[src/hw/rtl/b2da_pkg.sv]
// b2da_pkg: shared types, constants and place-weight tables for the
// binary to decimal ASCII converter. No dependencies.

package b2da_pkg;

	localparam int VALUE_W     = 16;
	localparam int CHAR_W      = 6;
	localparam int DIGIT_W     = 4;
	localparam int DIGIT_COUNT = 5;
	localparam int IDX_W       = 3;
	localparam int THR_W       = 17;
	localparam int Q_DEPTH     = 2;

	localparam logic [CHAR_W-1:0] ASCII_ZERO = CHAR_W'(48);
	localparam logic [IDX_W-1:0]  LAST_IDX   = IDX_W'(DIGIT_COUNT - 1);

	typedef struct packed {
		logic [VALUE_W-1:0] value;
		logic [IDX_W-1:0]   first;
	} item_t;

	function automatic logic [THR_W-1:0] place_weight(input logic [IDX_W-1:0] idx);
		logic [THR_W-1:0] w;
		case (idx)
			3'd0:    w = THR_W'(10000);
			3'd1:    w = THR_W'(1000);
			3'd2:    w = THR_W'(100);
			3'd3:    w = THR_W'(10);
			default: w = THR_W'(1);
		endcase
		return w;
	endfunction

	// k times the weight of a place
	function automatic logic [THR_W-1:0] threshold(input logic [IDX_W-1:0] idx,
			input logic [DIGIT_W-1:0] k);
		logic [31:0] p;
		p = 32'(place_weight(idx)) * 32'(k);
		return p[THR_W-1:0];
	endfunction

endpackage

[src/hw/rtl/binary_to_decimal_ascii.sv]
// binary_to_decimal_ascii: 16-bit unsigned to decimal ASCII digits, MSD first.
// The first digit of a value passes the queue, the sequencer's value register and the output register.
// Throughput: one digit per cycle while digit_stall is low; a value takes one step of the
// digit sequencer per decimal digit (1 to 5 digits), so the digit count sets the item rate.
// Reset (arst_n, async low) empties the queue and drops any run in progress.
// Depends on b2da_pkg, b2da_front, b2da_queue, b2da_back.

module binary_to_decimal_ascii import b2da_pkg::*; #(
	parameter int QUEUE_DEPTH = Q_DEPTH
) (
	input  logic               clk,
	input  logic               arst_n,
	input  logic               item_valid,
	output logic               item_stall,
	input  logic [VALUE_W-1:0] value,
	output logic               digit_valid,
	input  logic               digit_stall,
	output logic [CHAR_W-1:0]  digit_char,
	output logic               last_digit
);

	item_t front_item;
	item_t head;
	logic  full;
	logic  not_empty;
	logic  pop;

	b2da_front u_front (
		.value (value),
		.item  (front_item)
	);

	b2da_queue #(
		.DEPTH (QUEUE_DEPTH)
	) u_queue (
		.clk       (clk),
		.arst_n    (arst_n),
		.push      (item_valid),
		.push_item (front_item),
		.full      (full),
		.pop       (pop),
		.not_empty (not_empty),
		.head      (head)
	);

	assign item_stall = full;

	b2da_back u_back (
		.clk         (clk),
		.arst_n      (arst_n),
		.q_valid     (not_empty),
		.q_item      (head),
		.q_pop       (pop),
		.digit_valid (digit_valid),
		.digit_stall (digit_stall),
		.digit_char  (digit_char),
		.last_digit  (last_digit)
	);

endmodule

[src/hw/rtl/b2da_front.sv]
// b2da_front: accept side, finds the most significant nonzero place of a value (the units place for zero).
// Depends on b2da_pkg.

module b2da_front import b2da_pkg::*; (
	input  logic [VALUE_W-1:0] value,
	output item_t              item
);

	logic [IDX_W-1:0] first;

	always_comb begin
		first = LAST_IDX;
		for (int i = DIGIT_COUNT - 2; i >= 0; i--) begin
			if ({1'b0, value} >= place_weight(IDX_W'(i))) begin
				first = IDX_W'(i);
			end
		end
		item.value = value;
		item.first = first;
	end

endmodule

[src/hw/rtl/b2da_queue.sv]
// b2da_queue: short FIFO of classified items between front and back end.
// Depends on b2da_pkg.

module b2da_queue import b2da_pkg::*; #(
	parameter int DEPTH = Q_DEPTH
) (
	input  logic  clk,
	input  logic  arst_n,
	input  logic  push,
	input  item_t push_item,
	output logic  full,
	input  logic  pop,
	output logic  not_empty,
	output item_t head
);

	localparam int PTR_W = (DEPTH > 1) ? $clog2(DEPTH) : 1;
	localparam int CNT_W = $clog2(DEPTH + 1);

	item_t             mem_q [DEPTH];
	logic [PTR_W-1:0]  wr_ptr_q;
	logic [PTR_W-1:0]  rd_ptr_q;
	logic [CNT_W-1:0]  count_q;
	logic              do_push;
	logic              do_pop;

	assign full      = (count_q == CNT_W'(DEPTH));
	assign not_empty = (count_q != '0);
	assign head      = mem_q[rd_ptr_q];
	assign do_push   = push && !full;
	assign do_pop    = pop && not_empty;

	always_ff @(posedge clk) begin
		if (do_push) begin
			mem_q[wr_ptr_q] <= push_item;
		end
	end

	always_ff @(posedge clk or negedge arst_n) begin
		if (!arst_n) begin
			wr_ptr_q <= '0;
			rd_ptr_q <= '0;
			count_q  <= '0;
		end else begin
			if (do_push) begin
				wr_ptr_q <= (wr_ptr_q == PTR_W'(DEPTH - 1)) ? '0 : wr_ptr_q + 1'b1;
			end
			if (do_pop) begin
				rd_ptr_q <= (rd_ptr_q == PTR_W'(DEPTH - 1)) ? '0 : rd_ptr_q + 1'b1;
			end
			if (do_push && !do_pop) begin
				count_q <= count_q + 1'b1;
			end else if (do_pop && !do_push) begin
				count_q <= count_q - 1'b1;
			end
		end
	end

endmodule

[src/hw/rtl/b2da_back.sv]
// b2da_back: digit sequencer, one decimal place per cycle while the output is not stalled, registered output.
// Depends on b2da_pkg.

module b2da_back import b2da_pkg::*; (
	input  logic              clk,
	input  logic              arst_n,
	input  logic              q_valid,
	input  item_t             q_item,
	output logic              q_pop,
	output logic              digit_valid,
	input  logic              digit_stall,
	output logic [CHAR_W-1:0] digit_char,
	output logic              last_digit
);

	logic               busy_q;
	logic [VALUE_W-1:0] v_q;
	logic [IDX_W-1:0]   idx_q;
	logic               out_valid_q;
	logic [CHAR_W-1:0]  char_q;
	logic               last_q;

	logic               advance;
	logic               step;
	logic               last_step;
	logic [DIGIT_W-1:0] d;
	logic [THR_W-1:0]   sub;
	logic [VALUE_W-1:0] rem;

	// largest multiple of the place weight not above v
	always_comb begin
		d   = '0;
		sub = '0;
		for (int k = 1; k <= 9; k++) begin
			if ({1'b0, v_q} >= threshold(idx_q, DIGIT_W'(k))) begin
				d   = DIGIT_W'(k);
				sub = threshold(idx_q, DIGIT_W'(k));
			end
		end
		rem = v_q - sub[VALUE_W-1:0];
	end

	assign advance   = !out_valid_q || !digit_stall;
	assign step      = busy_q && advance;
	assign last_step = step && (idx_q == LAST_IDX);
	assign q_pop     = q_valid && (!busy_q || last_step);

	always_ff @(posedge clk or negedge arst_n) begin
		if (!arst_n) begin
			busy_q      <= 1'b0;
			out_valid_q <= 1'b0;
		end else begin
			if (q_pop) begin
				busy_q <= 1'b1;
			end else if (last_step) begin
				busy_q <= 1'b0;
			end
			if (step) begin
				out_valid_q <= 1'b1;
			end else if (advance) begin
				out_valid_q <= 1'b0;
			end
		end
	end

	always_ff @(posedge clk) begin
		if (q_pop) begin
			v_q   <= q_item.value;
			idx_q <= q_item.first;
		end else if (step) begin
			v_q   <= rem;
			idx_q <= idx_q + 1'b1;
		end
		if (step) begin
			char_q <= ASCII_ZERO + CHAR_W'(d);
			last_q <= (idx_q == LAST_IDX);
		end
	end

	assign digit_valid = out_valid_q;
	assign digit_char  = char_q;
	assign last_digit  = last_q;

endmodule

[config.mk]
export PLATFORM = sky130hd
export DESIGN_NAME = binary_to_decimal_ascii
export DESIGN_NICKNAME = d
export VERILOG_FILES = /design/src/hw/rtl/b2da_pkg.sv /design/src/hw/rtl/binary_to_decimal_ascii.sv /design/src/hw/rtl/b2da_front.sv /design/src/hw/rtl/b2da_queue.sv /design/src/hw/rtl/b2da_back.sv
export SDC_FILE = /design/constraint.sdc
export NUM_CORES = 1
export LEC_CHECK = 0
export BUFFER_PORTS_ARGS = -buffer_cell sky130_fd_sc_hd__buf_2
export CAP_MARGIN = 20
export CORE_MARGIN = 2
export CORE_UTILIZATION = 40
export DETAILED_ROUTE_END_ITERATION = 8
export SKIP_LAST_GASP = 1
export SLEW_MARGIN = 0
export SYNTH_ARGS = -nofsm -noshare
export SYNTH_HDL_FRONTEND = slang
export SYNTH_HIERARCHICAL = 1
export SYNTH_SLANG_ARGS = --single-unit
[constraint.sdc]
create_clock -name clk -period 22.9 [get_ports clk]
set_input_delay 4.58 -clock clk [delete_from_list [all_inputs] [get_ports clk]]
set_output_delay 4.58 -clock clk [all_outputs]
set_load 0.01 [all_outputs]
# Word-level counts from Yosys, hierarchy flattened
# Memories as Yosys holds them, arrays and structs flattened.
# Index checks and enable logic that the tools add are counted.
dict set report totals {
  regBits 32
  ram_bits 38
  input_bits 20
  out_inout_bits 9
  word_cells 108
  mem_count 1
}
dict set report op_classes {
  n_addsub 7
  multipliers 10
  order_cmp 13
  n_eq_ne 5
  n_mux 42
  reduce_logical 21
}
# name depth word_bits rd rd_clocked_by_memory_dff wr line
set mem_list {}
lappend mem_list {u_queue.mem_q 2 19 1 0 1 b2da_queue.sv:20} ;# item_t mem_q [DEPTH];
# op n
set ops {}
lappend ops {{16-bit two-way mux} 9}
lappend ops {{16-bit by 17-bit >= comparator with 1-bit output} 6}
lappend ops {{17-bit two-way mux} 5}
lappend ops {{14-bit one-hot mux with 4 select lines} 1}
lappend ops {{14-bit by 3-bit multiplier with 17-bit output, second input constant} 2}
lappend ops {{17-bit by 3-bit multiplier with 16-bit output, second input constant} 2}
lappend ops {{14-bit by 2-bit multiplier with 16-bit output, second input constant} 2}
lappend ops {{3-bit two-way mux} 10}
lappend ops {{14-bit by 4-bit multiplier with 17-bit output, second input constant} 1}
lappend ops {{17-bit by 2-bit multiplier with 15-bit output, second input constant} 1}
lappend ops {{17-bit by 2-bit multiplier with 16-bit output, second input constant} 1}
lappend ops {{17-bit by 4-bit multiplier with 16-bit output, second input constant} 1}
lappend ops {{16-bit by 10-bit >= comparator with 1-bit output, second input constant} 1}
lappend ops {{16-bit by 14-bit >= comparator with 1-bit output} 1}
lappend ops {{16-bit by 14-bit >= comparator with 1-bit output, second input constant} 1}
lappend ops {{16-bit by 15-bit >= comparator with 1-bit output} 1}
lappend ops {{16-bit >= comparator} 1}
lappend ops {{16-bit by 4-bit >= comparator with 1-bit output, second input constant} 1}
lappend ops {{16-bit by 7-bit >= comparator with 1-bit output, second input constant} 1}
lappend ops {{16-bit subtractor} 1}
lappend ops {{15-bit two-way mux} 1}
lappend ops {{14-bit two-way mux} 1}
lappend ops {{2-bit nonzero test} 5}
lappend ops {{1-bit two-way mux} 9}
lappend ops {{other kinds (15)} 33}

# Depth between registers and ports, before layout
dict set report logic_depth {
  word_depth 16
  mapped_depth 42
  mapped_depth_nobuf 40
}

# By module
# Netlist, hierarchy kept.
# mod n_inst cells_each area_each_um2 seq_area_each_um2
set by_module_without_submodules {}
lappend by_module_without_submodules {b2da_back 1 876 6876.6 770.7}
lappend by_module_without_submodules {b2da_queue 1 78 1666.6 1241.2}
lappend by_module_without_submodules {b2da_front 1 38 266.5 0.0}

# Worst setup path before layout
# No wires, ideal clock.
dict set report synth_path {
  path_kind {register to register}
  start {register u_back.idx_q[0]}
  end {register u_back.v_q[14], data pin}
  setup_ps 264
  arrival_ps 8192
  required_time_ps 22636
  slack_ps 14444
  stages_incl_launch_ff 39
  path_buffers 3
  synth_period_minus_slack_ps 8456
  path_cell_list {edfxtp_1 -> ha_1 -> ha_1 -> clkbuf_1 -> inv_1 -> ha_1 -> nand2b_1 -> a21oi_1 -> or2_2 -> clkbuf_1 -> inv_1 -> ha_1 -> inv_1 -> ha_1 -> and2_1 -> a32oi_1 -> o21ai_0 -> o21a_1 -> (+3 left out) -> nand3_1 -> a211oi_1 -> nor2_1 -> clkbuf_1 -> a311o_2 -> a21oi_1 -> ha_1 -> inv_1 -> fa_1 -> a21o_1 -> a21oi_1 -> o21bai_1 -> a2111oi_0 -> o31ai_1 -> or4_1 -> a31oi_1 -> xor2_1 -> o21ai_0}
}
dict set report synth_via {
  elab_chain_cells 15
  elab_cells_between_ends 45
  cone_classes {add/sub: 1; mul: 10; order compare: 9; eq/ne: 4; mux: 17; reduce/logical: 4}
}
# element line
set synth_lines {}
lappend synth_lines {{start, declared} b2da_back.sv:18} ;# logic [IDX_W-1:0] idx_q;
lappend synth_lines {{start signal, assigned} b2da_back.sv:69} ;# idx_q <= q_item.first;
lappend synth_lines {{start signal, assigned} b2da_back.sv:72} ;# idx_q <= idx_q + 1'b1;
lappend synth_lines {{branches (longest 14 deep; another with 16-bit by 17-bit >= comparator with 1-bit output)} -}
lappend synth_lines {{16-bit two-way mux *} b2da_back.sv:67} ;# if (q_pop) begin
lappend synth_lines {{end signal, assigned} b2da_back.sv:68} ;# v_q <= q_item.value;
lappend synth_lines {{end signal, assigned} b2da_back.sv:71} ;# v_q <= rem;
lappend synth_lines {{end, declared} b2da_back.sv:17} ;# logic [VALUE_W-1:0] v_q;
# Every way passes the cells marked *. The select of a mux whose other input is x is not followed.
# A chain may end at the register's enable or synchronous reset.

# Worst setup path after layout
dict set report layout_path {
  start {register u_back.idx_q[2]}
  end {register u_back.v_q[14], data pin}
}
# The elaborated chain is that of the path after synthesis.

==> impl_metrics.csv <==
group,metric,value,unit
status,outcome,"complete, no violations",
place,place_area,9120,um^2
critical_path,slowest_stage,"a2111oi_0",
clocking,holdBufCountCts,0,
global_routing,grt_pass1_wl,42.0,mm
job,drv_cap,0,
final_layout,fin_nets,1189,
yosys,seq_area_frac_synth,22.8,%
timing,fin_skew,0.00763,ns
global_routing,grt_antenna_before_repair,1,
floorplanning,dieArea,23200,um^2
clocking,cts_sinks,68,
critical_path,crit_fanout,14,
drt,drt-total-wl,26.9,mm
critical_path,cp.required,22.96,ns
floorplanning,die_y,152,um
hold_path,hp-class,"flip-flop to flip-flop",
floorplanning,die-width,152,um
timing,rsz0062_at_grt,"no",
final_layout,final_area,9440,um^2
clocking,htree_levels,3,
yosys,syn_area,8810,um^2
drt,dr.pass1.iters,6,
floorplanning,start_util,40.6,%
clocking,clk_path_buf_depth,2,
final_layout,final_common_cell,"ha_1",
clocking,cts_root_buffer,"clkbuf_16",
drt,ant_nets,0,
final_layout,area_delta_synth_final,7.19,%
place,place_hpwl,21.1,mm
drt,dr_wl_met2,12.1,mm
critical_path,start_kind,"flip-flop",
yosys,async_flop_share,8.82,%
timing,finalHoldViolCount,0,
timing,worst_pin_slew,0.922,ns
timing,final.setup.tns,0,ns
yosys,synth_cell_types,87,
drt,wl_met1,12.1,mm
yosys,synth_seq_cells,68,
drt,vias,7599,
yosys,synthCells,992,
critical_path,timing.setup.critical_path_class,"flip-flop to flip-flop",
clocking,clkLatencyLatePin,0.34,ns
timing,fmax,98.5,MHz
yosys,synth_enable_flop_cells,62,
critical_path,worstPathBufferInverterCount,4,
timing,fin_crit,10.15,ns
global_routing,grt_max_degree,24,
yosys,syn_avg_cell_area,8.88,um^2
final_layout,n_fill_cell,2182,
drt,drtIter0Drc,685,
clocking,cts-resized-gates,0,
place,place_congestion,0.985,
final_layout,drive_above_1_share,10.9,%
critical_path,cpPeakStageDelay,0.59,ns
timing,max-slew-margin-rel,38.3,%
global_routing,gr-total-overflow,0,
clocking,cts_setup_buffers,0,
clocking,cts_tree,"built",
critical_path,worst_path_dominant_cell_family,"compound AO/OA/AOI/OAI gates",
clocking,cts_made_buffers,9,
drt,wl_met3,1.83,mm
drt,topRoutingLayerUsed,"met4",
critical_path,cp.arrival,10.22,ns
final_layout,seqCellArea,2010,um^2
clocking,clk_pin_slew,0.06,ns
drt,viasPerCell,5.90,
floorplanning,core-area,21700,um^2
final_layout,fin_util,43.5,%
global_routing,grt_pass1_vias,7349,
timing,fin_crit_sh,44.3,%
timing,slew_viol_final,0,
yosys,synth-warning-count,6,
final_layout,layout_common_cells,"ha_1 (159), a21oi_1 (85), nand2_1 (71)",
critical_path,end_kind,"flip-flop",
place,portBuffers,26,
global_routing,grt_usage,23.0,%
drt,wire_per_inst,20.9,um
timing,setup_viol,0,
floorplanning,ios,29,
floorplanning,rows,54,
drt,drc,0,
yosys,synth_top_flop_cell,"edfxtp_1",
final_layout,multi_input_area,6290,um^2
-- state kept, by name, indices dropped and copies added, names as in the netlist --
signal              count
u_queue/mem_q          38
u_back/v_q             16
u_back/digit_char       4
u_back/idx_q            3
u_queue/count_q         2
u_back/busy_q           1
u_back/digit_valid      1
u_back/last_digit       1
u_queue/rd_ptr_q        1
u_queue/wr_ptr_q        1
-- metal layers --
layer / vias to the layer above / global-route usage [%]
met5: - / 0
li1: 3685 / -
met1: 3591 / 31.5
met3: 61 / 3.64
met2: 262 / 36.7
met4: 0 / 8.72
-- worst paths after layout --
path,startpoint,to,slack [ns],cells after the start
worst max-delay path,u_back/idx_q[2],u_back/v_q[14],12.75,35
worst min-delay path,u_queue/count_q[1],u_queue/count_q[1],0.50,1
worst max register to register,u_back/idx_q[2],u_back/v_q[14],12.75,35
worst min register to register,u_queue/count_q[1],u_queue/count_q[1],0.50,1
max in group asynchronous,arst_n,u_queue/count_q[1],18.70,1
min in group asynchronous,arst_n,u_queue/rd_ptr_q,4.05,1
-- area by class of cell --
cell class              instances  share of cell area (%)
diodes                          1                  0.0265
multi-input cells             820                    66.6
repair buffers                 40                    2.49
inverters                      62                    2.49
flip-flops and latches         68                    21.3
clock inverters                 7                   0.967
clock buffers                   9                    2.39
well taps                     280                    3.71
-- Yosys cell counts, types with 16 or more instances --
library cell  count  share of area [%]
clkbuf_1         16               0.68
o21ai_0          61                3.5
nor3_1           19                1.1
edfxtp_1         62                 21
a21o_1           23                2.0
inv_1            59                2.5
nand2b_1         17                1.2
buf_4            19                1.6
nor2_1           70                3.0
nand2_1          71                3.0
a21oi_1          85                4.8
ha_1            159                 23
mux2_4           19                3.2
nand3_1          25                1.4
xnor2_1          29                2.9
-- per-stage QoR --
| step | setup slack, ns | cells | hold WS, ns |
|---|---|---|---|
| after floorplan | 14.44 | 995 | 0.465 |
| after global placement | 12.97 | 1270 | 0.490 |
| after detailed placement | 12.92 | 1270 | 0.488 |
| after CTS | 12.87 | 1286 | 0.496 |
| after global routing | 12.05 | 1286 | 0.539 |
| final | 12.75 | 1287 | 0.496 |
-- worst reg2reg max path: cells and delay by family, from the launching register on --
family	cells	cell delay (ns)
AND/OR/NAND/NOR	6	1.39
flip-flops	1	0.53
buffers and inverters	4	0.81
adder cells (fa/ha/maj)	6	2.52
XOR/XNOR	2	0.49
AO/OA/AOI/OAI	17	4.13
-- cells by family (layout without fill, tap and decap cells) --
family	after synthesis	after routing	share of synthesized area, %
adder cells (fa/ha/maj)	168	168	24.6
XOR/XNOR	46	46	4.81
flip-flops	68	68	22.8
multiplexers	21	21	3.47
other	2	6	0.0852
buffers and inverters	107	118	6.02
AND/OR/NAND/NOR	293	293	17.3
AO/OA/AOI/OAI	287	287	20.9
Power is not shown: default switching activity piles up to over one toggle a cycle in this logic, so the estimate is an artifact.
